==> src/hdl/qrs_pkg.sv <==
// Shared types and constants for the quadratic root solver.
// No dependencies; every other file in hdl/ imports this package.
package qrs_pkg;

   localparam int COEF_W = 16;
   localparam int ROOT_W = 32;
   localparam int KIND_W = 3;
   localparam int ROOT_FRAC = 16;
   localparam int RAD_SHIFT = 2 * ROOT_FRAC;

   localparam logic [KIND_W-1:0] KIND_ZERO_BOTH = 3'd0;
   localparam logic [KIND_W-1:0] KIND_ZERO_ONE  = 3'd1;
   localparam logic [KIND_W-1:0] KIND_PURE      = 3'd2;
   localparam logic [KIND_W-1:0] KIND_DOUBLE    = 3'd3;
   localparam logic [KIND_W-1:0] KIND_DISTINCT  = 3'd4;
   localparam logic [KIND_W-1:0] KIND_NONE      = 3'd5;
   localparam logic [KIND_W-1:0] KIND_DEGEN     = 3'd6;

   typedef struct packed {
      logic              valid;
      logic [KIND_W-1:0] kind;
   } qrs_ctl_type;

endpackage

==> src/hdl/qrs_sqrt_cell.sv <==
// One cell of the square root chain: settles one root bit per stage.
// Depends on qrs_pkg.
module qrs_sqrt_cell import qrs_pkg::*; #(
   parameter int SW  = COEF_W + 17,
   parameter int DNW = COEF_W + 2
) (
   input  logic                   clock,
   input  logic                   reset,
   input  logic                   advance,
   input  qrs_ctl_type            ctl_i,
   input  logic signed [SW-1:0]   nb_i,
   input  logic signed [DNW-1:0]  den_i,
   input  logic [2*SW-1:0]        rad_i,
   input  logic [SW+1:0]          rem_i,
   input  logic [SW-1:0]          root_i,
   output qrs_ctl_type            ctl_o,
   output logic signed [SW-1:0]   nb_o,
   output logic signed [DNW-1:0]  den_o,
   output logic [2*SW-1:0]        rad_o,
   output logic [SW+1:0]          rem_o,
   output logic [SW-1:0]          root_o
);
   qrs_ctl_type           ctl_ff;
   logic signed [SW-1:0]  nb_ff;
   logic signed [DNW-1:0] den_ff;
   logic [2*SW-1:0]       rad_ff, rad_in;
   logic [SW+1:0]         rem_ff, rem_in;
   logic [SW-1:0]         root_ff, root_in;
   logic [SW+1:0]         t, trial;
   logic                  take;

   always_comb begin
      t       = {rem_i[SW-1:0], rad_i[2*SW-1 -: 2]};
      trial   = {root_i, 2'b01};
      take    = (t >= trial);
      rem_in  = take ? t - trial : t;
      root_in = {root_i[SW-2:0], take};
      rad_in  = {rad_i[2*SW-3:0], 2'b00};
   end

   always_ff @(posedge clock) begin
      if (reset) begin
         ctl_ff <= '0;
      end else if (advance) begin
         ctl_ff <= ctl_i;
      end
      if (advance) begin
         nb_ff   <= nb_i;
         den_ff  <= den_i;
         rad_ff  <= rad_in;
         rem_ff  <= rem_in;
         root_ff <= root_in;
      end
   end

   assign ctl_o  = ctl_ff;
   assign nb_o   = nb_ff;
   assign den_o  = den_ff;
   assign rad_o  = rad_ff;
   assign rem_o  = rem_ff;
   assign root_o = root_ff;

endmodule

==> config.mk <==
export PLATFORM = sky130hd
export DESIGN_NAME = qrs_sqrt_cell
export DESIGN_NICKNAME = d
export VERILOG_FILES = /design/src/hdl/qrs_pkg.sv /design/src/hdl/qrs_sqrt_cell.sv
export SDC_FILE = /design/constraint.sdc
export NUM_CORES = 1
export LEC_CHECK = 0
export BUFFER_PORTS_ARGS = -buffer_cell sky130_fd_sc_hd__buf_2
export CORE_AREA = 3 3 148 150
export DETAILED_ROUTE_END_ITERATION = 10
export DIE_AREA = 0 0 151 153
export GPL_ROUTABILITY_DRIVEN = 0
export PLACE_DENSITY_LB_ADDON = 0.05
export SYNTH_ARGS = -nofsm -noshare
export SYNTH_HDL_FRONTEND = slang
export SYNTH_SLANG_ARGS = --single-unit
==> constraint.sdc <==
create_clock -name clock -period 4.46 [get_ports clock]
set_input_delay 0.669 -clock clock [delete_from_list [all_inputs] [get_ports clock]]
set_output_delay 0.669 -clock clock [all_outputs]
set_load 0.01 [all_outputs]
# Word-level counts from Yosys, hierarchy flattened
# Index checks and enable logic that the tools add are counted.
dict set report totals {
  reg_bits 187
  output_inout_bits 189
  word_cells 10
}
dict set report classes {
  n_addsub 1
  magnitude_cmp 1
  mux 1
}
# operator n
set ops {}
lappend ops {{35-bit >= comparator} 1}
lappend ops {{35-bit two-way mux} 1}
lappend ops {{35-bit subtractor} 1}

# Depth between registers and ports, before layout
dict set report depth {
  ltp_word 2
  ltp_mapped 14
  ltp_nobuf 11
}

# Worst setup path before layout
# Ideal clock, no wire load.
dict set report synth_timing {
  path_kind {input to register}
  startpoint {in root_i[0]}
  endpoint {reg rem_ff[25] (netlist: rem_o[25]) (data pin)}
  t_arrival_ns 2.565
  required_ns 4.201
  slack_ns 1.636
  path_stages 10
  path_cell_list {inv_1 > ha_1 > o211ai_1 > o21ai_2 > o2111ai_2 > a21oi_1 > or4b_4 > a31oi_1 > xor2_1 > o21ai_1}
}
dict set report synth_via {
  elab_chain_cells 2
}
# element line
set synth_rtl {}
lappend synth_rtl {{start, declared} qrs_sqrt_cell.sv:15} ;# input logic [SW-1:0] root_i,
lappend synth_rtl {{35-bit subtractor or 35-bit >= comparator (tied branches)} {qrs_sqrt_cell.sv:36, qrs_sqrt_cell.sv:35}}
lappend synth_rtl {{35-bit two-way mux *} qrs_sqrt_cell.sv:36} ;# rem_in = take ? t - trial : t;
lappend synth_rtl {{via rem_in[25]} qrs_sqrt_cell.sv:27} ;# logic [SW+1:0] rem_ff, rem_in;
lappend synth_rtl {{end signal, assigned} qrs_sqrt_cell.sv:51} ;# rem_ff <= rem_in;
lappend synth_rtl {{end, declared} qrs_sqrt_cell.sv:27}
# The timed path passes the listed nets; every way through them passes the cells marked *.
# A chain may end at the register's enable or synchronous reset.

# Final worst setup path
dict set report layout_timing {
  startpoint {in root_i[10]}
  endpoint {reg rem_ff[23] (netlist: rem_o[23]) (data pin)}
}
# Same word-level chain as after synthesis.

==> flow_summary.yaml <==
floorplan:
  io_pins: 381
  rows: 53
  fp.dieArea_um2: 23100
  die_w_um: 151
  die_h_um: 153
  start_util_pct: 39.5
  placeableCoreArea_um2: 20800
pwr:
  peakVddDrop_v: 0.000248
  internal_power_mw: 3.20
  power_density_nw_per_um2: 405
  p_sw_share_pct: 28.2
  power_mw: 4.45
  seqPwrFrac_pct: 48.2
  leakage_nw: 4.91
  clockPowerShare_pct: 34.2
  p_comb_share_pct: 17.6
  power.switching_mw: 1.25
sta:
  drv_slew: 0
  fin_crit_ns: 3.34
  finalSetupViolCount: 0
  fin_skew_ns: 0
  max-slew-margin-rel_pct: 51.2
  fin_crit_sh_pct: 75.0
  tightest_slew_ns: 0.732
  max_freq_ghz: 0.299
  fin_hold_ws_ns: 0.406
  setup_tns_ns: 0
  worst_slack_ns: 1.12
  hold_viol_final: 0
  rsz0062_at_grt: "false"
worst_setup_path:
  path_max_fanout: 38
  startpoint_type: "input port"
  end_kind: "register"
  cp_slowest_cell: "inv_2"
  worstPathCellList: "buf_2, inv_1, ha_1, a21oi_1, o21ai_0, a21oi_1, o211ai_2, a21oi_2, o31a_4, inv_2, mux2_1"
  cp_data_required_time_ns: 4.64
  cpLargestDelayFamily: "compound AO/OA/AOI/OAI gates"
  crit_path_frequent_cell: "a21oi_1"
  cp.buffers_inverters: 3
  slowest_delay_ns: 0.57
  critPathArrivalTime_ns: 3.52
  crit_path_start: "root_i[10]"
  rr_startpoint: "ctl_o[2]$_SDFFE_PP0P_"
  criticalPathCategory: "in -> reg"
logic_synthesis:
  yosysUniqueCellTypes: 68
  yosysSeqAreaShare_pct: 67.7
  netlist_instances: 591
  yosys.area_share.simple_pct: 8.39
  synth-compound-area-share_pct: 11.5
  synth_xor_area_share_pct: 2.87
  yosys.area_share.adder_pct: 5.32
  yosysWarningCount: 0
  syn-cell-area_um2: 8230
  ys_dominant_reg_cell: "edfxtp_1"
  synthMuxAreaShare_pct: 0.881
  synth-edff-count: 183
  syn_avg_cell_area_um2: 13.9
  synth.ff_latch_count: 187
  async_flop_share_pct: 0
  synth_top_family_by_area: "compound AO/OA/AOI/OAI gates"
placement:
  dpl.cell_count: 1231
  dp_hpwl_um: 17500
  place_area_um2: 10400
  portBuffers: 376
  dpl_worst_slack_ns: 0.636
final_layout:
  drive_gt1_share_pct: 43.7
  area_growth_pct: 33.4
  finish.instance_area_um2: 11000
  final_util_pct: 52.8
  instances_no_fill: 1265
  final_nets: 1202
route:
  drtIter0Drc: 324
  vias: 6111
  drc: 0
  ant_nets: 0
  wl_per_cell_um: 17.9
  drtPass1Iterations: 4
  via_per_inst: 4.83
  wl_um: 22600
hold_path:
  hp-class: "in -> reg"
  worstHoldStart: "rad_i[9]"
clock_tree:
  cts_setup_buffers: 0
  cts_resized: 0
  clk_pin_slew_ns: 0.08
  insertion_delay_ns: 0.43
  cts_buffer_depth: 2
  cts_tree: "done"
  clkSinkCount: 187
  hold_buffers: 0
  cts-root-buf: "clkbuf_16"
  htreeDepth: 4
  cts_made_buffers: 17
grt:
  grt_max_degree: 88
  antenna_found_initial: 4
  grt_usage_pct: 18.7
  grt_pass1_wl_um: 33000
  grt_overflow: 0
  grt_pass1_vias: 5876
run_status:
  status: "finished, final reports clean"
flow_run:
  maxCapViolations: 0
worst register-to-register path, delay by kind of cell, from the launching register on:
kind / cells / cell delay [ns]
AND/OR/NAND/NOR: 1 / 0.06
flip-flops: 1 / 0.31
multiplexers: 1 / 0.13
power groups by stage:
stage | logic, mW | registers, mW | clock network (mW)
finish | 0.782 | 2.15 | 1.52
global route | 0.861 | 2.16 | 1.64
CTS | 0.793 | 2.15 | 1.57
floorplan | 0.336 | 2.28 | 0
detailed placement | 0.790 | 2.19 | 0
global placement | 0.787 | 2.18 | 0
routing by layer:
layer	GRT usage, %	routed length, um
met3	5.63	1840
met1	21.6	8800
met5	0	21
met2	32.9	11400
met4	6.17	563
final cells by class:
cell class / count / area [um2]
inverter: 41 / 154
clock buffer: 18 / 429
antenna: 2 / 5.00
timing repair buffer: 378 / 1920
sequential: 187 / 5580
tap: 275 / 344
clock inverter: 14 / 168
multi-input combinational: 350 / 2390
fill: 1939 / 9840
cell usage after synthesis, types with 3 or more instances:
master    instances  area, um2
a31oi_1           7       43.8
nand4_1           8       50.1
nand3_1          11       55.1
buf_4             4       30.0
o21a_1            8       60.1
clkbuf_1          3       11.3
o21bai_1          4       30.0
o211ai_1          3       22.5
a21o_1           20        150
o31ai_1           4       30.0
o21ai_1           6       30.0
ha_1             35        438
dfxtp_1           4       80.1
xnor2_1          15        131
inv_1            40        150
o21ai_0          16       80.1
mux2i_1           5       50.1
buf_2             4       20.0
and3_1            5       31.3
nand2_1          36        135
nor2_1           42        158
xor2_1           12        105
a21boi_1          3       22.5
nor4_1            4       25.0
nor3_1            8       40.0
edfxtp_1        183       5500
nand2b_1          4       25.0
a21oi_1          46        230
kinds of logic after synthesis:
family / after synthesis
other: 1
AOI/OAI and AO/OA: 140
xor gates and xnor gates: 27
muxes: 7
adders and majority gates: 35
DFF: 187
buffers and inverters: 55
and+or+nand+nor: 139
flip-flops by register name, indices dropped and copies added, names as in the netlist:
name / flops
rad_o: 64
rem_o: 35
nb_o: 33
root_o: 33
den_o: 18
ctl_o: 4
worst paths after layout:
| path | end | slack, ns | depth (start not counted) |
|---|---|---|---|
| min | rad_o[11]$_DFFE_PP_ | 0.41 | 1 |
| max reg2reg | ctl_o[2]$_SDFFE_PP0P_ | 3.86 | 2 |
| max | rem_o[23]$_DFFE_PP_ | 1.12 | 11 |
| min reg2reg | ctl_o[3]$_SDFFE_PP0P_ | 0.49 | 2 |
layout by cell type, fill, tap and decap left out, types with 3 or more instances in the layout:
cell type	n
o31ai_1	4
nor2_1	42
mux2i_1	5
nand3_1	11
a21boi_1	3
o21a_1	8
nor3_1	8
nand4_1	8
xnor2_1	15
o21bai_1	4
clkinv_8	4
nor4_1	4
a21o_1	20
inv_8	3
a31oi_1	7
edfxtp_1	183
ha_1	35
and3_1	5
xor2_1	12
dfxtp_1	4
o21ai_0	16
o21ai_1	6
a21oi_1	46
nand2b_1	4
nand2_1	36
inv_6	4
o211ai_1	3
inv_1	40
buf_2	375
clkbuf_16	17
Power figures use the tool's default switching activity.
