[config.mk]
export PLATFORM = sky130hd
export DESIGN_NAME = qrs_back
export DESIGN_NICKNAME = d
export VERILOG_FILES = /design/src/hdl/qrs_pkg.sv /design/src/hdl/qrs_back.sv
export SDC_FILE = /design/constraint.sdc
export NUM_CORES = 1
export LEC_CHECK = 0
export CAP_MARGIN = 25
export CORE_ASPECT_RATIO = 2
export CORE_UTILIZATION = 50
export DETAILED_ROUTE_END_ITERATION = 10
export DONT_BUFFER_PORTS = 1
export GPL_TIMING_DRIVEN = 0
export PLACE_DENSITY = 0.75
export SLEW_MARGIN = 20
export SYNTH_ARGS = -nofsm -noshare
export SYNTH_HDL_FRONTEND = slang
export SYNTH_SLANG_ARGS = --single-unit
[constraint.sdc]
create_clock -name clock -period 5.4 [get_ports clock]
set_input_delay 0.54 -clock clock [delete_from_list [all_inputs] [get_ports clock]]
set_output_delay 0.54 -clock clock [all_outputs]
set_load 0.02 [all_outputs]
[src/hdl/qrs_pkg.sv]
// Shared types and constants for the quadratic root solver.
// No dependencies; every other file in hdl/ imports this package.
package qrs_pkg;

   localparam int COEF_W = 16;
   localparam int ROOT_W = 32;
   localparam int KIND_W = 3;
   localparam int ROOT_FRAC = 16;
   localparam int RAD_SHIFT = 2 * ROOT_FRAC;

   localparam logic [KIND_W-1:0] KIND_ZERO_BOTH = 3'd0;
   localparam logic [KIND_W-1:0] KIND_ZERO_ONE  = 3'd1;
   localparam logic [KIND_W-1:0] KIND_PURE      = 3'd2;
   localparam logic [KIND_W-1:0] KIND_DOUBLE    = 3'd3;
   localparam logic [KIND_W-1:0] KIND_DISTINCT  = 3'd4;
   localparam logic [KIND_W-1:0] KIND_NONE      = 3'd5;
   localparam logic [KIND_W-1:0] KIND_DEGEN     = 3'd6;

   typedef struct packed {
      logic              valid;
      logic [KIND_W-1:0] kind;
   } qrs_ctl_type;

endpackage

[src/hdl/qrs_back.sv]
// Output stage: restores signs, clips to Q16.16, masks roots by case.
// Depends on qrs_pkg.
module qrs_back import qrs_pkg::*; #(
   parameter int QW = COEF_W + 18
) (
   input  logic                     clock,
   input  logic                     reset,
   input  logic                     advance,
   input  qrs_ctl_type              ctl_i,
   input  logic                     neg1_i,
   input  logic                     neg2_i,
   input  logic [QW-1:0]            quo1_i,
   input  logic [QW-1:0]            quo2_i,
   output logic                     valid_o,
   output logic signed [ROOT_W-1:0] root_first_o,
   output logic signed [ROOT_W-1:0] root_second_o,
   output logic [KIND_W-1:0]        kind_o,
   output logic                     saturated_o
);
   localparam int EW = (QW + 2 > ROOT_W + 2) ? QW + 2 : ROOT_W + 2;
   localparam logic [EW-1:0] POS_MAX = EW'(64'h7FFF_FFFF);
   localparam logic [EW-1:0] NEG_MAX = EW'(64'h8000_0000);

   logic                     valid_ff;
   logic signed [ROOT_W-1:0] r1_ff, r1_in, r2_ff, r2_in;
   logic [KIND_W-1:0]        kind_ff;
   logic                     sat_ff, sat_in;
   logic [EW-1:0]            e1, e2;
   logic signed [ROOT_W-1:0] c1, c2;
   logic                     s1, s2, use1, use2;

   always_comb begin
      e1 = EW'(quo1_i);
      e2 = EW'(quo2_i);
      s1 = neg1_i ? (e1 > NEG_MAX) : (e1 > POS_MAX);
      s2 = neg2_i ? (e2 > NEG_MAX) : (e2 > POS_MAX);
      if (neg1_i) begin
         c1 = s1 ? ROOT_W'(NEG_MAX) : ROOT_W'(-e1);
      end else begin
         c1 = s1 ? ROOT_W'(POS_MAX) : ROOT_W'(e1);
      end
      if (neg2_i) begin
         c2 = s2 ? ROOT_W'(NEG_MAX) : ROOT_W'(-e2);
      end else begin
         c2 = s2 ? ROOT_W'(POS_MAX) : ROOT_W'(e2);
      end
      use1 = (ctl_i.kind == KIND_PURE) || (ctl_i.kind == KIND_DOUBLE) ||
             (ctl_i.kind == KIND_DISTINCT);
      use2 = use1 || (ctl_i.kind == KIND_ZERO_ONE);
      r1_in  = use1 ? c1 : '0;
      r2_in  = use2 ? c2 : '0;
      sat_in = (use1 && s1) || (use2 && s2);
   end

   always_ff @(posedge clock) begin
      if (reset) begin
         valid_ff <= 1'b0;
      end else if (advance) begin
         valid_ff <= ctl_i.valid;
      end
      if (advance) begin
         r1_ff   <= r1_in;
         r2_ff   <= r2_in;
         kind_ff <= ctl_i.kind;
         sat_ff  <= sat_in;
      end
   end

   assign valid_o       = valid_ff;
   assign root_first_o  = r1_ff;
   assign root_second_o = r2_ff;
   assign kind_o        = kind_ff;
   assign saturated_o   = sat_ff;

endmodule

# Word level (Yosys, flattened, before mapping)
# Cells that the tools add are included.
# word_totals
regBits	69
latch_bits	0
ram_bits	0
mem_bits_ro	0
inputBits	77
word_cells	29
memories	0
# classes
addsub	2
n_mul	0
div_mod_pow	0
n_lt_le_gt_ge	4
n_eq_ne	4
shift	0
muxes	8
n_bitwise	0
n_reduce_logical	6
# ops
cell	count
$mux W32	6
$gt A34 B31 Y1 const B	2
$gt A34 B32 Y1 const B	2
$neg A32 Y32	2
$eq A3 B2 Y1 const B	2
$logic_or A1 B1 Y1	4
$eq A3 B1 Y1 const B	1
$eq A3 B3 Y1 const B	1
$logic_and A1 B1 Y1	2
$mux W1	2

# Depth between registers and ports, before layout
# logic_depth
word_depth	6
ltp_mapped	10
mapped_depth_nobuf	7

# Worst setup path before layout
# Ideal clock, no wire load.
# synth_timing
kind	in2reg
from	input port quo2_i[0]
to	register r2_ff[28] (netlist: root_second_o[28]) (data pin)
setup_ns	0.278
t_arrival_ns	2.456
t_required_ns	5.122
slack_ns	2.665
path_stages	8
cell_sequence	inv_1 ha_1 or3b_2 nor4_1 nand4_1 buf_2 a221oi_1 a311oi_1
# synth_via
elab_chain_cells	4
elab_cells_between_ends	7
# synth_rtl
element	line_no	source
from (decl)	qrs_back.sv:13	input logic [QW-1:0] quo2_i,
$gt A34 B31 Y1 or $gt A34 B32 Y1 (tied branches)	qrs_back.sv:36	s2 = neg2_i ? (e2 > NEG_MAX) : (e2 > POS_MAX);
$mux W1	qrs_back.sv:36	
$mux W32, on equally long branches	qrs_back.sv:45, qrs_back.sv:43	
$mux W32 *	qrs_back.sv:42	if (neg2_i) begin
to (signal assigned)	qrs_back.sv:63	r2_ff <= r2_in;
to (decl)	qrs_back.sv:25	logic signed [ROOT_W-1:0] r1_ff, r1_in, r2_ff, r2_in;
# Mark *: on every way between the ends. The rest lies on a longest branch, timed or not.
# A chain may end at the register's enable or synchronous reset.

# Final worst setup path
# Ends and elaborated chain as after synthesis.

==> impl_metrics.json <==
{
  "tightest_slew_ns": 0.862,
  "num_rows": 47,
  "n_fill_cell": 720,
  "synth_nets": 515,
  "core_area_um2": 8290,
  "firstDrtPassIters": 5,
  "internal_power_mw": 1.10,
  "drt-wirelength-per-cell_um": 24.3,
  "p_sw_mw": 0.392,
  "cts_setup_buffers": 0,
  "rr_worst_depth": 2,
  "fin_area_um2": 4750,
  "synth.cell_area_um2": 4310,
  "period_minus_slack_ns": 3.12,
  "start_util_pct": 52.0,
  "grt_pass1_wl_um": 20200,
  "synth_area_leaders": "edfxtp_1 (47%), a211oi_1 (7.8%), nor2_1 (3.4%)",
  "hpwlAfterDp_um": 9860,
  "cp_max_fo": 10,
  "pin_count": 146,
  "first_global_vias": 3985,
  "synth_most_common_cell": "edfxtp_1",
  "seq_area_um2": 2060,
  "ys_ff_latch": 69,
  "track_usage_pct": 30.8,
  "min_path_type": "in -> reg",
  "maxCapViolCount": 0,
  "synth_warnings": 0,
  "dpl-instance-area_um2": 4430,
  "synth_edf_count": 68,
  "setup_viol": 0,
  "drc": 0,
  "die_x_um": 67.7,
  "max_freq_mhz": 320,
  "drt_wl_total_um": 13400,
  "hold_violations": 0,
  "swShare_pct": 26.3,
  "grt_antenna_before_repair": 0,
  "yosysTopAreaCell": "edfxtp_1",
  "grt_max_degree": 70,
  "cts_buffers": 9,
  "cp-end-kind": "register",
  "pwr-share-comb_pct": 8.4,
  "die-area_um2": 9020,
  "cts_resized": 0,
  "setup_slack_ns": 2.28,
  "seqPwrFrac_pct": 48.8,
  "root_buffer": "clkbuf_16",
  "ant_nets": 0,
  "cts.sinks": 69,
  "fp.dieH_um": 133,
  "vias": 3924,
  "ys_seq_area_share_pct": 47.8,
  "cts_tree": "done",
  "fin_tns_setup_ns": 0,
  "synthCells": 436,
  "port_buffers": 0,
  "startpoint_type": "primary input",
  "cellPowerDensity_nw_per_um2": 313,
  "synthTopCellsByCount": "edfxtp_1 (68), a211oi_1 (45), nor2_1 (39), nand2_1 (32), a21oi_1 (28)",
  "post-place-ws_ns": 1.98,
  "clockBufferDepth": 2,
  "min_period_over_period_pct": 57.8,
  "ir_drop_mv": 0.187,
  "multi_input_area_um2": 2080,
  "nNetsFinal": 526,
  "clock_latency_ns": 0.33,
  "hold_buffers": 0,
  "final-instance-count-excl-fill": 550,
  "clockPowerShare_pct": 42.8,
  "hold-worst-slack_ns": 0.271,
  "viasPerCell": 7.13,
  "status": "completed",
  "antenna_cells": 0,
  "globalplace.congestion": 0.924,
  "grt-ovfl-total": 0,
  "power.leakage_nw": 1.47,
  "syn_area_per_cell_um2": 9.89,
  "cp.arrival_ns": 3.17,
  "required_ns": 5.45,
  "post-place-cells": 534,
  "rsz0062_at_grt": "false",
  "syn2layout_area_growth_pct": 10.3,
  "worst_clock_skew_ns": 0,
  "clkTransAtPathRegs_ns": 0.06,
  "drtIter0Drc": 363,
  "path_class": "in -> reg",
  "htree_levels": 3,
  "min_path_cells": 1,
  "synthFlopType": "edfxtp_1",
  "netlist-cell-type-count": 62,
  "slew-limit-headroom_pct": 42.0,
  "async_flop_share_pct": 0,
  "yosysTopAreaCellShare_pct": 47.4,
  "slew_violations": 0,
  "final_layout_size_suffix_gt1_share_pct": 9.29
}
## final cells by class
type / count / area share [%]
multi-input combinational: 324 / 43.8
clock buffer: 9 / 4.74
clock inverter: 7 / 1.89
buffer: 28 / 2.47
sequential: 69 / 43.4
inverter: 15 / 1.18
tap: 98 / 2.58
## cells by family (layout without fill, tap and decap cells)
logic type               Yosys count  after routing  share of synthesized area, %
flip-flops                        69             69                          47.8
multiplexers                       3              3                         0.725
AO/OA/AOI/OAI                    147            147                          24.8
XOR/XNOR                           2              2                         0.406
buffers and inverters             43             59                          4.03
adder cells (fa/ha/maj)            2              2                         0.580
AND/OR/NAND/NOR                  170            170                          21.6
## state kept, by name (all words and copies together), names as in the netlist
name	count
root_first_o	32
root_second_o	32
kind_o	3
saturated_o	1
valid_o	1
## through the flow
step	utilization [%]	total power, mW
global placement	53.5	0.857
CTS	57.3	1.49
global route	57.3	1.53
floorplan	-	0.822
detailed placement	53.5	0.861
finish	57.3	1.49
## power groups by stage
stage | combinational, mW | clock [mW] | sequential (mW)
floorplan | 0.0925 | 0 | 0.730
global placement | 0.119 | 0 | 0.738
detailed placement | 0.122 | 0 | 0.739
CTS | 0.122 | 0.637 | 0.729
global route | 0.137 | 0.661 | 0.732
finish | 0.124 | 0.637 | 0.727
## metal layers
metal | up-vias | GRT usage, % | part of all wire, %
li1 | 1777 | - | -
met1 | 1854 | 29.1 | 32
met5 | - | 0 | 0
met4 | 0 | 19.4 | 5.4
met2 | 240 | 55.2 | 55
met3 | 53 | 7.71 | 8.2
## layout by cell type (no fill, tap or decap), types with 3 or more instances in the layout
cell type / count
o21ai_0: 12
nor3_1: 18
nand4_1: 3
clkbuf_1: 20
or4_1: 6
or2_2: 6
and2_1: 5
a21oi_1: 28
o21a_1: 5
o41a_1: 6
nor4_1: 6
inv_1: 13
a311oi_1: 8
a31oi_1: 9
a221oi_1: 8
nor2_1: 39
a211oi_1: 45
buf_2: 7
edfxtp_1: 68
nand3_1: 8
clkbuf_16: 9
o31a_1: 4
nand2_1: 32
nand2b_1: 4
or3_1: 15
o41ai_1: 5
clkinv_1: 3
and3_1: 10
## worst paths after layout
check	end	slack [ns]	startpoint
worst max-delay path	root_second_o[28]$_SDFFCE_PP0P_	2.28	quo2_i[0]
worst min-delay path	valid_o$_SDFFE_PP0P_	0.27	reset
worst max register to register	valid_o$_SDFFE_PP0P_	4.72	valid_o$_SDFFE_PP0P_
worst min register to register	valid_o$_SDFFE_PP0P_	0.60	valid_o$_SDFFE_PP0P_
## worst max-delay path: stages
cell	delay [ns]
inv_1	0.07
ha_1	0.20
or3b_2	0.50
nor4_1	0.56
nand4_1	0.54
buf_2	0.38
a221oi_1	0.28
a311oi_1	0.09
No activity file was read; power rests on OpenSTA's default activity.
