File: config.mk
export PLATFORM = sky130hd
export DESIGN_NAME = qrs_front
export DESIGN_NICKNAME = d
export VERILOG_FILES = /design/src/hdl/qrs_pkg.sv /design/src/hdl/qrs_front.sv
export SDC_FILE = /design/constraint.sdc
export NUM_CORES = 1
export LEC_CHECK = 0
export ABC_CLOCK_PERIOD_IN_PS = 17550
export BUFFER_PORTS_ARGS = -buffer_cell sky130_fd_sc_hd__buf_2
export CAP_MARGIN = 20
export CORE_MARGIN = 10
export CORE_UTILIZATION = 65
export DETAILED_ROUTE_END_ITERATION = 7
export PLACE_DENSITY = 0.85
export SYNTH_ARGS = -nofsm -noshare
export SYNTH_HDL_FRONTEND = slang
export SYNTH_SLANG_ARGS = --single-unit
export TNS_END_PERCENT = 50
File: constraint.sdc
create_clock -name clock -period 17.55 [get_ports clock]
set_input_delay 1.755 -clock clock [delete_from_list [all_inputs] [get_ports clock]]
set_output_delay 1.755 -clock clock [all_outputs]
set_load 0.01 [all_outputs]
File: src/hdl/qrs_pkg.sv
// Shared types and constants for the quadratic root solver.
// No dependencies; every other file in hdl/ imports this package.
package qrs_pkg;

   localparam int COEF_W = 16;
   localparam int ROOT_W = 32;
   localparam int KIND_W = 3;
   localparam int ROOT_FRAC = 16;
   localparam int RAD_SHIFT = 2 * ROOT_FRAC;

   localparam logic [KIND_W-1:0] KIND_ZERO_BOTH = 3'd0;
   localparam logic [KIND_W-1:0] KIND_ZERO_ONE  = 3'd1;
   localparam logic [KIND_W-1:0] KIND_PURE      = 3'd2;
   localparam logic [KIND_W-1:0] KIND_DOUBLE    = 3'd3;
   localparam logic [KIND_W-1:0] KIND_DISTINCT  = 3'd4;
   localparam logic [KIND_W-1:0] KIND_NONE      = 3'd5;
   localparam logic [KIND_W-1:0] KIND_DEGEN     = 3'd6;

   typedef struct packed {
      logic              valid;
      logic [KIND_W-1:0] kind;
   } qrs_ctl_type;

endpackage

File: src/hdl/qrs_front.sv
// Front end: input register, coefficient products, case decode and radicand.
// Depends on qrs_pkg.
module qrs_front import qrs_pkg::*; #(
   parameter int W = COEF_W
) (
   input  logic                    clock,
   input  logic                    reset,
   input  logic                    advance,
   input  logic                    in_valid,
   input  logic signed [W-1:0]     coef_a,
   input  logic signed [W-1:0]     coef_b,
   input  logic signed [W-1:0]     coef_c,
   output qrs_ctl_type             ctl_o,
   output logic signed [W+16:0]    nb_o,
   output logic signed [W+1:0]     den_o,
   output logic [2*W+33:0]         rad_o
);
   localparam int NW  = W + 17;
   localparam int DNW = W + 2;
   localparam int DW  = 2 * W + 1;

   // stage A: input register
   logic                va_ff;
   logic signed [W-1:0] a_ff, b_ff, c_ff;

   // stage B: products
   logic                vb_ff, vb_in;
   logic signed [W-1:0] a2_ff, b2_ff;
   logic [W-1:0]        ma_ff, ma_in;
   logic [2*W-1:0]      bsq_ff, bsq_in, ac_ff, ac_in;
   logic                cz_ff, cz_in, same_ff, same_in;
   logic [W-1:0]        mb_in, mc_in;

   // stage C outputs
   qrs_ctl_type         ctl_ff, ctl_in;
   logic signed [NW-1:0]  nb_ff, nb_in;
   logic signed [DNW-1:0] den_ff, den_in;
   logic [DW-1:0]         rad_ff, rad_in;

   logic [DW:0]           bsq_x, p4, dsum, ddiff;
   logic signed [NW-1:0]  bw;
   logic signed [DNW-1:0] aw;

   always_ff @(posedge clock) begin
      if (reset) begin
         va_ff <= 1'b0;
      end else if (advance) begin
         va_ff <= in_valid;
      end
      if (advance) begin
         a_ff <= coef_a;
         b_ff <= coef_b;
         c_ff <= coef_c;
      end
   end

   always_comb begin
      ma_in   = a_ff[W-1] ? W'(-a_ff) : W'(a_ff);
      mb_in   = b_ff[W-1] ? W'(-b_ff) : W'(b_ff);
      mc_in   = c_ff[W-1] ? W'(-c_ff) : W'(c_ff);
      bsq_in  = mb_in * mb_in;
      ac_in   = ma_in * mc_in;
      cz_in   = (c_ff == '0);
      same_in = (a_ff[W-1] == c_ff[W-1]);
      vb_in   = va_ff;
   end

   always_ff @(posedge clock) begin
      if (reset) begin
         vb_ff <= 1'b0;
      end else if (advance) begin
         vb_ff <= vb_in;
      end
      if (advance) begin
         a2_ff   <= a_ff;
         b2_ff   <= b_ff;
         ma_ff   <= ma_in;
         bsq_ff  <= bsq_in;
         ac_ff   <= ac_in;
         cz_ff   <= cz_in;
         same_ff <= same_in;
      end
   end

   always_comb begin
      bsq_x = {2'b00, bsq_ff};
      p4    = {ac_ff, 2'b00};
      dsum  = bsq_x + p4;
      ddiff = bsq_x - p4;
      bw    = NW'(b2_ff);
      aw    = DNW'(a2_ff);
      nb_in = -(bw <<< ROOT_FRAC);
      den_in = aw <<< 1;
      rad_in = '0;
      ctl_in.valid = vb_ff;
      if (a2_ff == '0) begin
         ctl_in.kind = KIND_DEGEN;
      end else if (b2_ff == '0 && cz_ff) begin
         ctl_in.kind = KIND_ZERO_BOTH;
      end else if (cz_ff) begin
         ctl_in.kind = KIND_ZERO_ONE;
         den_in = aw;
      end else if (b2_ff == '0) begin
         if (same_ff) begin
            ctl_in.kind = KIND_NONE;
         end else begin
            ctl_in.kind = KIND_PURE;
            rad_in = DW'(ac_ff);
            nb_in  = '0;
            den_in = DNW'({1'b0, ma_ff});
         end
      end else if (same_ff && bsq_x < p4) begin
         ctl_in.kind = KIND_NONE;
      end else if (same_ff && bsq_x == p4) begin
         ctl_in.kind = KIND_DOUBLE;
      end else begin
         ctl_in.kind = KIND_DISTINCT;
         rad_in = same_ff ? DW'(ddiff) : DW'(dsum);
      end
   end

   always_ff @(posedge clock) begin
      if (reset) begin
         ctl_ff <= '0;
      end else if (advance) begin
         ctl_ff <= ctl_in;
      end
      if (advance) begin
         nb_ff  <= nb_in;
         den_ff <= den_in;
         rad_ff <= rad_in;
      end
   end

   assign ctl_o = ctl_ff;
   assign nb_o  = nb_ff;
   assign den_o = den_ff;
   assign rad_o = {1'b0, rad_ff, {RAD_SHIFT{1'b0}}};

endmodule

-- Yosys cells after proc, flatten, opt, wreduce, memory -nomap -nowiden
Cells that the tools add are included.
- add/sub/neg operators: 6
- order comparisons: 1
- equality and inequality tests: 2
- mux-type cells: 25
- $mul: 2
- reduce and logical (&&, ||, !) cells: 8
- operators by type and width (operator ; number):
    $mux W33 ; 9
    $mux W18 ; 5
    $mul A16 B16 Y32 ; 2
    $logic_not A16 Y1 ; 3
    $mux W16 ; 3
    $neg A16 Y16 ; 3
    $eq A32 B34 Y1 ; 1
    $lt A32 B34 Y1 ; 1
    $add A32 B33 Y33 ; 1
    $neg A32 Y33 ; 1
    $sub A32 B33 Y33 ; 1
    $mux W32 ; 1
    $mux W3 ; 7
    $logic_and A1 B1 Y1 ; 3
    $reduce_or A3 Y1 ; 1
    $reduce_or A2 Y1 ; 1
    $eq A1 B1 Y1 ; 1
- input port bits: 52
- output and inout port bits: 121
- register bits after elaboration: 252

-- Longest topological paths before layout
- depth in word-level cells: 8
- mapped depth: 32

-- Worst setup path after synthesis
Ideal clock, no wire load.
- path type: register to register
- start: reg b_ff[0]
- end: reg bsq_ff[31] (data pin)
- path slack: 9336 ps
- library setup time: 259 ps
- data arrival time: 7954 ps
- path buffers: 1
- stages on the path, launching flop included: 30
- period minus slack after synthesis: 8214 ps
- cells stage by stage: edfxtp_1 -> inv_1 -> clkbuf_1 -> ha_1 -> nand2_1 -> o21a_1 -> o31a_1 -> xnor2_1 -> clkinv_1 -> nand2_1 -> fa_1 -> fa_1 -> inv_1 -> fa_1 -> fa_1 -> fa_1 -> inv_1 -> fa_1 -> inv_1 -> ha_1 -> a21oi_1 -> o21ai_1 -> a221o_1 -> a21oi_1 -> a31o_1 -> a31oi_1 -> and4_1 -> a2111oi_0 -> a21oi_1 -> xnor2_1
- cells in the longest elaborated chain, start to end: 3
- RTL lines (element ; line ; RTL):
    from (decl) ; qrs_front.sv:24 ; logic signed [W-1:0] a_ff, b_ff, c_ff;
    from (signal assigned) ; qrs_front.sv:52 ; b_ff <= coef_b;
    $neg A16 Y16 ; qrs_front.sv:59 ; mb_in = b_ff[W-1] ? W'(-b_ff) : W'(b_ff);
    $mux W16 * ; qrs_front.sv:59 ;
    $mul A16 B16 Y32 * ; qrs_front.sv:61 ; bsq_in = mb_in * mb_in;
    via bsq_in[31] ; qrs_front.sv:30 ; logic [2*W-1:0] bsq_ff, bsq_in, ac_ff, ac_in;
    to (signal assigned) ; qrs_front.sv:78 ; bsq_ff <= bsq_in;
    to (decl) ; qrs_front.sv:30 ;
Mark *: on every way through the listed nets, which the timed path passes. The rest lies on a longest branch.
A chain may end at the register's enable or synchronous reset.

-- Final worst setup path
Ends and elaborated chain as after synthesis.

==> results.ini <==
[layout]
syn_to_final_growth_pct = 7.48
nets = 3537
seqCellArea_mm2 = 0.00691
fillers = 2997
layout-drive-gt1-share_pct = 7.50
multi_input_area_mm2 = 0.0179

[hold_path]
hold_path_end = a2_ff[1]
hold_path_class = reg2reg
min_path_cells = 0
min_from = a_ff[1]

[die]
rows = 74
chipHeight_um = 224
core_mm2 = 0.0411
start_util_pct = 66.1
die_x_um = 224
dieArea_mm2 = 0.0504
ioPinCount = 173

[placement]
dp_worst_setup_slack_ps = 8000
port_buffers = 123
gp_congestion = 0.974
dp.final_hpwl_um = 53400

[critical_path]
cp.arrival_ps = 10010
ff2ff_path_depth = 27
slowest_stage = xnor2_1
end_kind = register
setup.worst_path.class = reg2reg
critPathMostFrequentCell = fa_1
reg2reg_from = b_ff[0]
worstSetupStartpointType = register
cpPeakStageDelay_ps = 720
r2r-end = bsq_ff[31]
critPathMaxFanout = 17
reg2reg_slack_ps = 7850
required_ps = 17860

[clock_tree]
ctsHoldBuffers = 0
root_buffer = clkbuf_16
clk_pin_slew_ps = 70
cts.path.max_buffers = 3
cts_made_buffers = 27
cts_tree = yes
clk-insertion-delay-late_ps = 570
cts_sinks = 232
cts_resized = 0
post-cts-setup-buffers = 0
h-tree-depth = 1

[routing]
drt_wl_total_um = 66200
viasPerCell = 5.80
wire_per_inst_um = 19.4
drc = 0
antenna_violating_nets_post_route = 0
via_count = 19803
drtIter0Drc = 1796
dr.pass1.iters = 5

[sta]
slew_viol_final = 0
period_share_pct = 55.2
skew_ps = 27.8
setup-violations-final = 0
slew_headroom_pct = 22.7
finalHoldViolCount = 0
rsz0062_at_grt = no
fin_crit_ps = 9700
max_freq_ghz = 0.103
worstMarginPinSlew_ps = 1160
fin_tns_setup_ps = 0
setup_slack_ps = 7850

[synth]
syn_area_mm2 = 0.0272
synth_xor_area_share_pct = 5.90
seq_area_frac_synth_pct = 25.4
ys.flop_type = edfxtp_1
synth_fa_ha_area_share_pct = 38.7
synth_compound_area_share_pct = 8.84
syn_area_per_cell_um2 = 9.93
yosys_register_bits = 232
synth_enable_flop_cells = 226
yosys_warnings = 0
synth-simple-area-share_pct = 11.3
async_reset_ff_share_pct = 0
synth_mux_area_share_pct = 0.189
synth.distinct_cells = 78
syn_inst = 2737
synth_top_family_by_area = adder cells

[global_routing]
grt_pass1_vias = 20882
grt_pass1_wl_um = 108000
antenna_found_initial = 3
grt_use_total_pct = 26.9
grt_max_degree = 84
globalRouteOverflowTotal = 0

[outcome]
run_status = finished, final reports clean

[run]
maxCapViolations = 0

## worst max-delay path, delay by kind of cell, from the launching register on
family | cells | cell delay (ps)
xor+xnor | 2 | 890
buf+inv | 5 | 1200
fa+ha+maj | 8 | 3610
compound gates | 6 | 2180
simple gates | 6 | 1040
flops | 1 | 500
## kinds of logic (layout without fill, tap and decap cells)
group	after synthesis	count (layout)
AND/OR/NAND/NOR	689	689
buffers and inverters	648	733
adder cells (fa/ha/maj)	624	624
AO/OA/AOI/OAI	357	357
flip-flops	232	232
XOR/XNOR	180	180
multiplexers	5	5
other	2	61
## registers in the layout, summed over array words and instances (netlist names), 16 cells and up
name and cells:
a2_ff 16, rad_ff 33, c_ff 16, nb_o 17, bsq_ff 30, den_o 17, a_ff 16, b_ff 16
b2_ff 16, ac_ff 32
## per-stage QoR
step | util, % | instances | area [µm²] | hold WS [ps]
floorplan | - | 2795 | 27400 | 424
global placement | 68.8 | 3360 | 28300 | 453
detailed placement | 68.8 | 3361 | 28300 | 458
CTS | 71.0 | 3409 | 29200 | 477
global route | 71.0 | 3412 | 29200 | 489
finish | 71.0 | 3413 | 29200 | 480
## layout by cell type (no fill, tap or decap), drive strengths merged, types with 61 or more instances in the layout
cell type	instances
a21oi	95
nand2	271
inv	529
buf	146
nor2	233
o21ai	61
xnor2	120
ha	264
edfxtp	226
fa	360
## worst max-delay path by stage
stage	slack [ps]	from	endpoint	depth (start not counted)
after detailed placement	8000	b_ff[0]	bsq_ff[31]	27
after global placement	8410	b_ff[0]	bsq_ff[31]	27
final	7850	b_ff[0]	bsq_ff[31]	27
after CTS	7960	b_ff[0]	bsq_ff[31]	27
after global routing	7370	b_ff[0]	bsq_ff[31]	27
after floorplan	9340	b_ff[0]	bsq_ff[31]	29
## layout make-up
cell class	count	share of cell area [%]
Sequential cell	232	23.7
Clock buffer	37	2.55
Antenna cell	1	0.00857
Tap cell	532	2.28
Timing Repair Buffer	147	2.75
Multi-Input combinational cell	1915	61.3
Inverter	538	6.92
Clock inverter	11	0.518
## synthesized netlist by cell type, drive strengths merged (54+ instances only)
cell    number  share of area (%)
inv        524                7.2
a21o        54                1.5
xnor2      120                3.9
clkbuf      56               0.77
a21oi       95                1.8
xor2        60                2.0
buf         54                1.4
fa         360                 27
ha         264                 12
o21ai       61                1.1
nor2       233                3.2
nand2      271                3.7
edfxtp     226                 25
## routing by layer
layer	track usage, %	vias to the layer above	part of all wire, %
met2	43.9	899	47
li1	-	8976	-
met1	34.8	9782	39
met4	8.53	2	3.0
met5	0	-	0.024
met3	6.60	144	10
Power is not shown: default switching activity piles up to over one toggle a cycle in this logic, so the estimate is an artifact.
