==> src/hdl/qrs_pkg.sv <==
// Shared types and constants for the quadratic root solver.
// No dependencies; every other file in hdl/ imports this package.
package qrs_pkg;

   localparam int COEF_W = 16;
   localparam int ROOT_W = 32;
   localparam int KIND_W = 3;
   localparam int ROOT_FRAC = 16;
   localparam int RAD_SHIFT = 2 * ROOT_FRAC;

   localparam logic [KIND_W-1:0] KIND_ZERO_BOTH = 3'd0;
   localparam logic [KIND_W-1:0] KIND_ZERO_ONE  = 3'd1;
   localparam logic [KIND_W-1:0] KIND_PURE      = 3'd2;
   localparam logic [KIND_W-1:0] KIND_DOUBLE    = 3'd3;
   localparam logic [KIND_W-1:0] KIND_DISTINCT  = 3'd4;
   localparam logic [KIND_W-1:0] KIND_NONE      = 3'd5;
   localparam logic [KIND_W-1:0] KIND_DEGEN     = 3'd6;

   typedef struct packed {
      logic              valid;
      logic [KIND_W-1:0] kind;
   } qrs_ctl_type;

endpackage

==> src/hdl/qrs_prep.sv <==
// Forms both numerators from -b and the root, splits sign and magnitude.
// Depends on qrs_pkg.
module qrs_prep import qrs_pkg::*; #(
   parameter int SW  = COEF_W + 17,
   parameter int DNW = COEF_W + 2
) (
   input  logic                   clock,
   input  logic                   reset,
   input  logic                   advance,
   input  qrs_ctl_type            ctl_i,
   input  logic signed [SW-1:0]   nb_i,
   input  logic signed [DNW-1:0]  den_i,
   input  logic [SW-1:0]          root_i,
   output qrs_ctl_type            ctl_o,
   output logic                   neg1_o,
   output logic                   neg2_o,
   output logic [SW:0]            num1_o,
   output logic [SW:0]            num2_o,
   output logic [DNW-2:0]         dmag_o
);
   localparam int NUMW = SW + 2;

   qrs_ctl_type           ctl_ff;
   logic                  neg1_ff, neg1_in, neg2_ff, neg2_in;
   logic [SW:0]           num1_ff, num1_in, num2_ff, num2_in;
   logic [DNW-2:0]        dmag_ff, dmag_in;
   logic signed [NUMW-1:0] n1, n2, nbx, sx;

   always_comb begin
      nbx = NUMW'(nb_i);
      sx  = NUMW'({2'b00, root_i});
      n1  = nbx + sx;
      n2  = nbx - sx;
      num1_in = n1[NUMW-1] ? (SW+1)'(-n1) : (SW+1)'(n1);
      num2_in = n2[NUMW-1] ? (SW+1)'(-n2) : (SW+1)'(n2);
      dmag_in = den_i[DNW-1] ? (DNW-1)'(-den_i) : (DNW-1)'(den_i);
      neg1_in = n1[NUMW-1] ^ den_i[DNW-1];
      neg2_in = n2[NUMW-1] ^ den_i[DNW-1];
   end

   always_ff @(posedge clock) begin
      if (reset) begin
         ctl_ff <= '0;
      end else if (advance) begin
         ctl_ff <= ctl_i;
      end
      if (advance) begin
         neg1_ff <= neg1_in;
         neg2_ff <= neg2_in;
         num1_ff <= num1_in;
         num2_ff <= num2_in;
         dmag_ff <= dmag_in;
      end
   end

   assign ctl_o  = ctl_ff;
   assign neg1_o = neg1_ff;
   assign neg2_o = neg2_ff;
   assign num1_o = num1_ff;
   assign num2_o = num2_ff;
   assign dmag_o = dmag_ff;

endmodule

==> config.mk <==
export PLATFORM = sky130hd
export DESIGN_NAME = qrs_prep
export DESIGN_NICKNAME = d
export VERILOG_FILES = /design/src/hdl/qrs_pkg.sv /design/src/hdl/qrs_prep.sv
export SDC_FILE = /design/constraint.sdc
export NUM_CORES = 1
export LEC_CHECK = 0
export BUFFER_PORTS_ARGS = -buffer_cell sky130_fd_sc_hd__buf_2
export CAP_MARGIN = 20
export CORE_ASPECT_RATIO = 0.8
export CORE_UTILIZATION = 35
export CTS_BUF_LIST = sky130_fd_sc_hd__clkbuf_8
export DETAILED_ROUTE_END_ITERATION = 6
export PLACE_DENSITY = 0.51
export SETUP_SLACK_MARGIN = 0.1
export SLEW_MARGIN = 20
export SYNTH_ARGS = -nofsm -noshare
export SYNTH_HDL_FRONTEND = slang
export SYNTH_SLANG_ARGS = --single-unit
==> constraint.sdc <==
create_clock -name clock -period 6.5 [get_ports clock]
set_clock_uncertainty 0.2 [all_clocks]
set_input_delay 0.65 -clock clock [delete_from_list [all_inputs] [get_ports clock]]
set_output_delay 0.65 -clock clock [all_outputs]
set_load 0.05 [all_outputs]
# --- Yosys cells after proc, flatten, opt, wreduce, memory -nomap -nowiden ---
# Cells that the tools add are included.
op_classes:
  n_mux: 3
  addsub: 5
  bitwise_logic: 2
op_table:
  columns: ["cell", "n"]
  rows:
  - ["2-to-1 mux 34 bit", 2]
  - ["negation 34 bit", 2]
  - ["adder 33 x 34 -> 35 bit", 1]
  - ["subtractor 33 x 34 -> 35 bit", 1]
  - ["2-to-1 mux 17 bit", 1]
  - ["negation 17 bit", 1]
  - ["XOR 1 bit", 2]
word_totals:
  input_bits: 91
  elab_cells: 17
  ff_bits: 91

# --- Depth between registers and ports, before layout ---
# Gate-level depths: netlist (run 1).
depth:
  ltp_word: 3
  mapped_depth: 16

# --- Least setup slack after synthesis (run 1) ---
# Ideal clock, no wire load.
synth_timing:
  path_type: "input-to-reg"
  from: "input port root_i[2]"
  to: "register num2_ff[33] (netlist: num2_o[33]), data pin"
  setup_slack_ns: 2.263
  arrival_ns: 3.774
  required_time_ns: 6.037
  stages: 13
  path_buffers: 1
  path_cell_list: "inv_1 -> ha_1 -> buf_6 -> nor2b_4 -> o2111a_1 -> or3_4 -> xnor2_1 -> or4b_1 -> nor4_2 -> or4b_4 -> nor4_4 -> mux2i_1 -> xor2_1"
synth_via:
  elab_chain_len: 3
synth_lines:
  columns: ["item", "line_no", "rtl"]
  rows:
  - ["from (decl)", "qrs_prep.sv:13", "input logic [SW-1:0] root_i,"]
  - ["subtractor 33 x 34 -> 35 bit (*)", "qrs_prep.sv:33", "n2 = nbx - sx;"]
  - ["negation 34 bit", "qrs_prep.sv:35", "num2_in = n2[NUMW-1] ? (SW+1)'(-n2) : (SW+1)'(n2);"]
  - ["2-to-1 mux 34 bit (*)", "qrs_prep.sv:35", null]
  - ["net num2_in[33]", "qrs_prep.sv:25", "logic [SW:0] num1_ff, num1_in, num2_ff, num2_in;"]
  - ["to (signal assigned)", "qrs_prep.sv:51", "num2_ff <= num2_in;"]
  - ["to (decl)", "qrs_prep.sv:25", null]
# The timed path passes the listed nets; every way through them passes the cells marked *.
# A chain may end at the register's enable or synchronous reset.

# --- Worst setup path after layout (run 1) ---
layout_timing:
  from: "input port nb_i[0]"
  to: "register num1_ff[33] (netlist: num1_o[33]), data pin"
layout_via:
  elab_chain_len: 3
layout_lines:
  columns: ["item", "line_no", "rtl"]
  rows:
  - ["from (decl)", "qrs_prep.sv:11", "input logic signed [SW-1:0] nb_i,"]
  - ["adder 33 x 34 -> 35 bit (*)", "qrs_prep.sv:32", "n1 = nbx + sx;"]
  - ["negation 34 bit", "qrs_prep.sv:34", "num1_in = n1[NUMW-1] ? (SW+1)'(-n1) : (SW+1)'(n1);"]
  - ["2-to-1 mux 34 bit (*)", "qrs_prep.sv:34", null]
  - ["net num1_in[33]", "qrs_prep.sv:25", null]
  - ["to (signal assigned)", "qrs_prep.sv:50", "num1_ff <= num1_in;"]
  - ["to (decl)", "qrs_prep.sv:25", null]
# Marked as above.

==> results of run 1 <==
## kinds of logic after synthesis
logic type | after synthesis | synth area share, %
AO/OA/AOI/OAI | 282 | 21.1
XOR/XNOR | 129 | 12.7
adder cells (fa/ha/maj) | 73 | 10.4
buffers and inverters | 111 | 4.87
flip-flops | 90 | 29.9
multiplexers | 11 | 1.25
AND/OR/NAND/NOR | 343 | 19.8
## synthesized netlist by cell type (all sizes together) (12+ instances only)
cell type  number
a31oi          12
nand4          15
nand3          23
nor2b          17
ha             71
a21o           13
clkbuf         32
and2           12
o21ai          49
inv            69
xor2           33
nor4           23
nand2          67
o31ai          27
or3            14
nor3           36
nor2           89
a211oi         12
edfxtp         86
xnor2          96
a21oi          84
## registers in the layout, indices dropped and copies added, names as in the netlist
register	flops
neg2_o	1
num1_o	33
neg1_o	1
dmag_o	17
ctl_o	4
num2_o	34
## path summary, 6_finish.rpt
| path | start | end | slack (ns) | cells past startpoint |
|---|---|---|---|---|
| max | nb_i[0] | num1_o[33] | 1.67 | 15 |
| min | ctl_o[3] | ctl_o[3] | 0.29 | 2 |
| max reg2reg | ctl_o[2] | ctl_o[2] | 5.71 | 2 |
| min reg2reg | ctl_o[3] | ctl_o[3] | 0.29 | 2 |
## stage by stage
stage          setup WS, ns  area (sq um)  power (mW)
5_1_grt                1.46         10300        2.60
4_1_cts                1.69         10300        2.47
2_1_floorplan          2.26          8910        1.79
6_report               1.67         10300        2.47
3_5_place_dp           1.31         10100        2.15
3_3_place_gp           1.32         10100        2.14
## final cells by class
class	count	area (sq um)	area share, %
inverter	70	263	2.56
tap	318	398	3.87
clock buffer	9	124	1.21
sequential	90	2660	25.9
timing repair buffer	186	966	9.40
clock inverter	5	26.3	0.256
multi-input combinational	838	5830	56.8
## placed cells by master, fill, tap and decap left out, types with 3 or more instances in the layout
cell type and count:
or4_1 5, nor2_1 89, ha_1 71, o21ai_1 7, nor3_1 36, dfxtp_1 4, o211ai_1 10, nand3_1 23
or2_2 9, and3_1 11, o31ai_1 27, clkbuf_8 9, o311ai_0 3, o21bai_1 11, o311a_1 4, edfxtp_1 86
o211a_1 4, a21o_1 13, inv_1 71, nand2b_1 11, xnor2_1 95, nand2_1 67, and4_1 3, a21oi_1 84
nor4_1 20, o21ai_0 42, buf_2 180, a211oi_1 11, a2111o_1 4, or3_1 13, o21a_1 11, a211o_1 4
o31a_1 6, a31oi_1 12, xor2_1 33, mux2i_1 10, buf_4 5, and2_1 12, nand4_1 15, nor2b_1 16
## worst max-delay path, delay by kind of cell
| kind | cells | cell delay [ns] |
|---|---|---|
| simple gates | 5 | 1.95 |
| compound gates | 3 | 0.89 |
| fa+ha+maj | 2 | 0.55 |
| xor+xnor | 2 | 0.38 |
| mux | 1 | 0.16 |
| buf+inv | 2 | 0.15 |
## routing by layer
| layer | wire (microns) | vias up | part of all wire [%] | GRT usage, % |
|---|---|---|---|---|
| li1 | - | 4105 | - | - |
| met1 | 14800 | 3902 | 54 | 32.9 |
| met2 | 10900 | 321 | 39 | 29.6 |
| met3 | 1830 | 10 | 6.6 | 2.80 |
| met4 | 136 | 0 | 0.49 | 3.82 |
| met5 | 0 | - | 0 | 0 |
## power by group through the flow
stage | Sequential [mW] | Combinational (mW) | Clock (mW)
floorplan | 1.20 | 0.590 | 0
global placement | 0.827 | 1.32 | 0
detailed placement | 0.831 | 1.32 | 0
CTS | 0.817 | 1.32 | 0.332
global route | 0.824 | 1.42 | 0.357
finish | 0.813 | 1.33 | 0.319
==> flow_summary.toml, run 1 <==
[placed_design]
dp_hpwl_microns = 23100
gp_congestion = 0.901
port_buffers = 181
place_inst = 1502

[clocking]
cts_tree = "yes"
cts_resized = 0
clkLatencyLatePin_ns = 0.35
cts_buffer_depth = 2
numCtsBuffers = 9
cts-root-buf = "clkbuf_8"
path_clk_slew_ns = 0.08
clkSinkCount = 90
cts_hold_buf = 0
htreeDepth = 3
cts_setup_buffers = 0

[floorplan]
rows = 51
die_h_microns = 145
io-pin-count = 182
coreArea_sq_mm = 0.0246
die_area_sq_mm = 0.0261
die_w_microns = 180
start_util_pct = 36.2

[sta]
timing.final.crit_share_pct = 74.4
rsz0062_at_grt = "no"
hold_viol = 0
fmax_ghz = 0.207
setup_viol = 0
slew_viol_final = 0
worst_hold_slack_ns = 0.294
setup_tns_ns = 0
fin_crit_ns = 4.83
max-slew-margin-rel_pct = 45.0
worstMarginPinSlew_ns = 0.819

[logic_synthesis]
syn_inst = 1039
synth_edf_count = 86
avgSynthCellArea_sq_um = 8.58
synth_area_leaders = "edfxtp_1 29%, ha_1 10%, xnor2_1 9.4%"
ys_async_sr_fraction_pct = 0
syn-cell-area_sq_mm = 0.00891
synth-seq-area-share_pct = 29.9
ys_warn_count = 0
yosysTopAreaCell = "edfxtp_1"
synth_ff_type = "edfxtp_1"
yosysTopAreaCellShare_pct = 29.0
synth_cell_types = 78
synth_seq_cells = 90
synth_nets = 1203

[drt]
via_count = 8338
wl_per_cell_microns = 18.3
viasPerCell = 5.50
first_iter_violations = 840
dr.pass1.iters = 5
drtAntennaViolNets = 0
wirelength_microns = 27700
drc = 0

[power_and_ir_drop]
pwr-share-clk_pct = 12.9
p_comb_share_pct = 54.1
ir_drop_mv = 0.0952
p_leak_nw = 4.29
power_switching_mw = 1.17
p_sw_share_pct = 47.6
p_seq_share_pct = 33.0
power_density_mw_per_mm2 = 240
p_int_mw = 1.29

[cells_and_area]
finalNonFillerCells = 1516
fin_nets = 1359
area_growth_pct = 15.3
fillers = 2556
fin_util_pct = 41.7
drive_above_1_share_pct = 18.4
diodes = 0

[worst_setup_path]
critical_path_class = "in2reg"
critPathSlowestCell = "or4_1"
max_stage_delay_ns = 0.55
cp_data_arrival_time_ns = 4.73
worst-endpoint-required_ns = 6.40
startpoint_type = "primary input"
critPathMaxFanout = 3
path_cells = "buf_2 > ha_1 > inv_1 > fa_1 > nor3_1 > o31ai_1 > a21o_1 > a211oi_1 > nor3_1 > xor2_1 > or4_1 > nor4_1 > nand4_1 > mux2i_1 > xor2_1"
end_kind = "register"

[hold_path]
hold_path.class = "reg2reg"

[global_route]
grt_pass1_wl_microns = 42200
grt_max_degree = 52
grt-ovfl-total = 0
grt_pass1_vias = 7537
grt_util_all_layers_pct = 20.8
grt_antenna_before_repair = 0

[run_status]
status = "complete, no violations"

[job]
timing.max_cap.violations = 0
No activity file was read; power rests on OpenSTA's default activity.
==> run 2: changes to the inputs <==
Settings changed: PLACE_DENSITY 0.51 to 0.53.
Clock period 6.5 ns to 4.15 ns, I/O delays scaled along.
==> run 2 against run 1 <==
Against the previous run:
- hold slack got worse by 0.23 ns
- first-iteration DRC count decreased by 4.4%
- non-clock buffer count increased by 247
- critical path depth increased by 1
- register-to-register slack got worse by 2.4 ns
- sequential share of layout area decreased by 4.4 points
- die area unchanged
- clock power increased by 110%
- flip-flop and latch count unchanged
- worst setup slack got worse by 1.6 ns
- global-route usage increased by 0.99 points
==> flow_summary.toml, run 2 (synthesized netlist as in run 1, its figures left out) <==
[run_status]
status = "complete, no violations"

[cells_and_area]
drive_above_1_share_pct = 34.3
area_growth_pct = 39.0
final_cell_mix = "250 x buf_4, 180 x buf_2, 95 x xnor2_1, 89 x nor2_1, 86 x edfxtp_1"
fillers = 2430
final_common_cell = "buf_4"
diodes = 0
largest_reg_flops = 34
fin_nets = 1606

[clocking]
path_clk_slew_ns = 0.09
clkLatencyLatePin_ns = 0.35
cts_tree = "yes"
cts_buffer_depth = 2
clkSinkCount = 90
htreeDepth = 3
cts_hold_buf = 0
cts-root-buf = "clkbuf_8"
numCtsBuffers = 9

[placed_design]
port_buffers = 181
pre_cts_slack_ns = -0.311
gp_congestion = 0.925
dp_hpwl_microns = 24500

[sta]
hold_viol = 0
fmax_ghz = 0.247
timing.final.ws_setup_ns = 0.0978
worstMarginPinSlew_ns = 0.917
rsz0062_at_grt = "yes"
timing.final.crit_share_pct = 97.6
slew_viol_final = 0
fin_crit_ns = 4.05
max-slew-margin-rel_pct = 38.4
setup_tns_ns = 0
setup_viol = 0

[worst_setup_path]
timing.rr.start = "ctl_o[1]"
end_kind = "register"
max_stage_delay_ns = 0.54
worst-endpoint-required_ns = 4.06
path_cells = "buf_2 > buf_4 > inv_2 > ha_4 > fa_2 > nor2b_4 > o2111a_1 > or3_4 > a211oi_2 > xnor2_1 > or3_4 > nor4_4 > or4b_4 > nor4_4 > mux2i_1 > xor2_1"
r2r_cells = 2
cp_data_arrival_time_ns = 3.96
ff2ff_setup_slack_ns = 3.36
r2r_end = "ctl_o[1]"
critPathMaxFanout = 4
crit_family = "simple AND/OR/NAND/NOR gates"
critical_path_class = "in2reg"
startpoint_type = "primary input"
critical_path_buf_inv_count = 3
critPathSlowestCell = "or4b_4"

[drt]
drc = 0
wl_per_cell_microns = 16.6
dr.pass1.iters = 5
route.met3.wl_microns = 2000
wl_met1_microns = 15000
first_iter_violations = 803
drtAntennaViolNets = 0
wirelength_microns = 29200
viasPerCell = 5.22
routed.top_layer = "met4"
via_count = 9214
wl_met2_microns = 12000

[power_and_ir_drop]
p_seq_share_pct = 28.3
p_comb_share_pct = 56.4
power_density_mw_per_mm2 = 362
p_sw_share_pct = 43.6
p_leak_nw = 5.54
ir_drop_mv = 0.173
p_int_mw = 2.53
pwr-share-clk_pct = 15.2
power_switching_mw = 1.95
total_power_mw = 4.48

[hold_path]
min_from = "reset"
whs_path_depth = 2
hold_path.class = "in2reg"
holdPathEnd = "ctl_o[2]"

[floorplan]
start_util_pct = 36.2
rows = 51
coreArea_sq_mm = 0.0246
die_area_sq_mm = 0.0261
die_h_microns = 145
io-pin-count = 182
die_w_microns = 180

[global_route]
grt-ovfl-total = 0
grt_pass1_wl_microns = 44700
grt_pass1_vias = 8434
grt_util_all_layers_pct = 21.8
grt_max_degree = 69
grt_antenna_before_repair = 0

[job]
timing.max_cap.violations = 0
-- run 2: cell types whose count changed in the layout (fill, tap and decap cells not counted), moves of 4 or more --
cell	delta
a21oi_2	+4
ha_4	+5
a21oi_1	-4
nor3_1	-5
ha_1	-7
nor3_2	+5
buf_4	+245
-- run 2: per-layer routing --
layer / up-vias / track usage (%)
met4: 0 / 3.55
met1: 4257 / 33.2
met3: 18 / 3.18
li1: 4605 / -
met5: - / 0
met2: 334 / 32.7
-- run 2: stage by stage --
stage	instance area [sq um]	cells	hold slack, ns	utilization (%)
4_1_cts	12200	1761	0.0365	49.4
6_report	12400	1765	0.0631	50.3
5_1_grt	12400	1765	0.0333	50.3
2_1_floorplan	8910	1039	0.287	-
3_3_place_gp	11900	1745	0.276	48.5
3_5_place_dp	11900	1745	0.283	48.5
-- run 2: power groups by stage --
| stage | sequential, mW | clock (mW) | combinational, mW |
|---|---|---|---|
| after floorplan | 1.88 | 0 | 0.924 |
| after global placement | 1.29 | 0 | 2.44 |
| after detailed placement | 1.30 | 0 | 2.46 |
| after CTS | 1.28 | 0.703 | 2.47 |
| after global routing | 1.29 | 0.741 | 2.69 |
| final | 1.27 | 0.681 | 2.53 |
-- run 2: repair_timing --
action	CTS	global route
pin swaps	0	13
buffers inserted	0	4
setup endpoints to repair	1	10
gates resized for setup	1	34
-- run 2: worst max-delay path by stage --
stage	start	endpoint	slack, ns	cells past startpoint
global placement	nb_i[0]	num1_o[33]	-0.29	17
global route	root_i[9]	num2_o[33]	-0.02	16
floorplan	root_i[2]	num2_o[33]	0.15	13
detailed placement	nb_i[0]	num2_o[33]	-0.31	15
finish	nb_i[0]	num2_o[33]	0.1	16
CTS	nb_i[0]	num1_o[33]	0.12	17
-- run 2: area by class of cell --
cell class                 instances  area [sq um]  area share (%)
clock buffer                      10           138            1.11
clock inverter                     6          88.8           0.717
inverter                          70           263            2.12
multi-input combinational        838          6010            48.5
sequential                        90          2660            21.5
tap                              318           398            3.21
timing repair buffer             433          2830            22.8
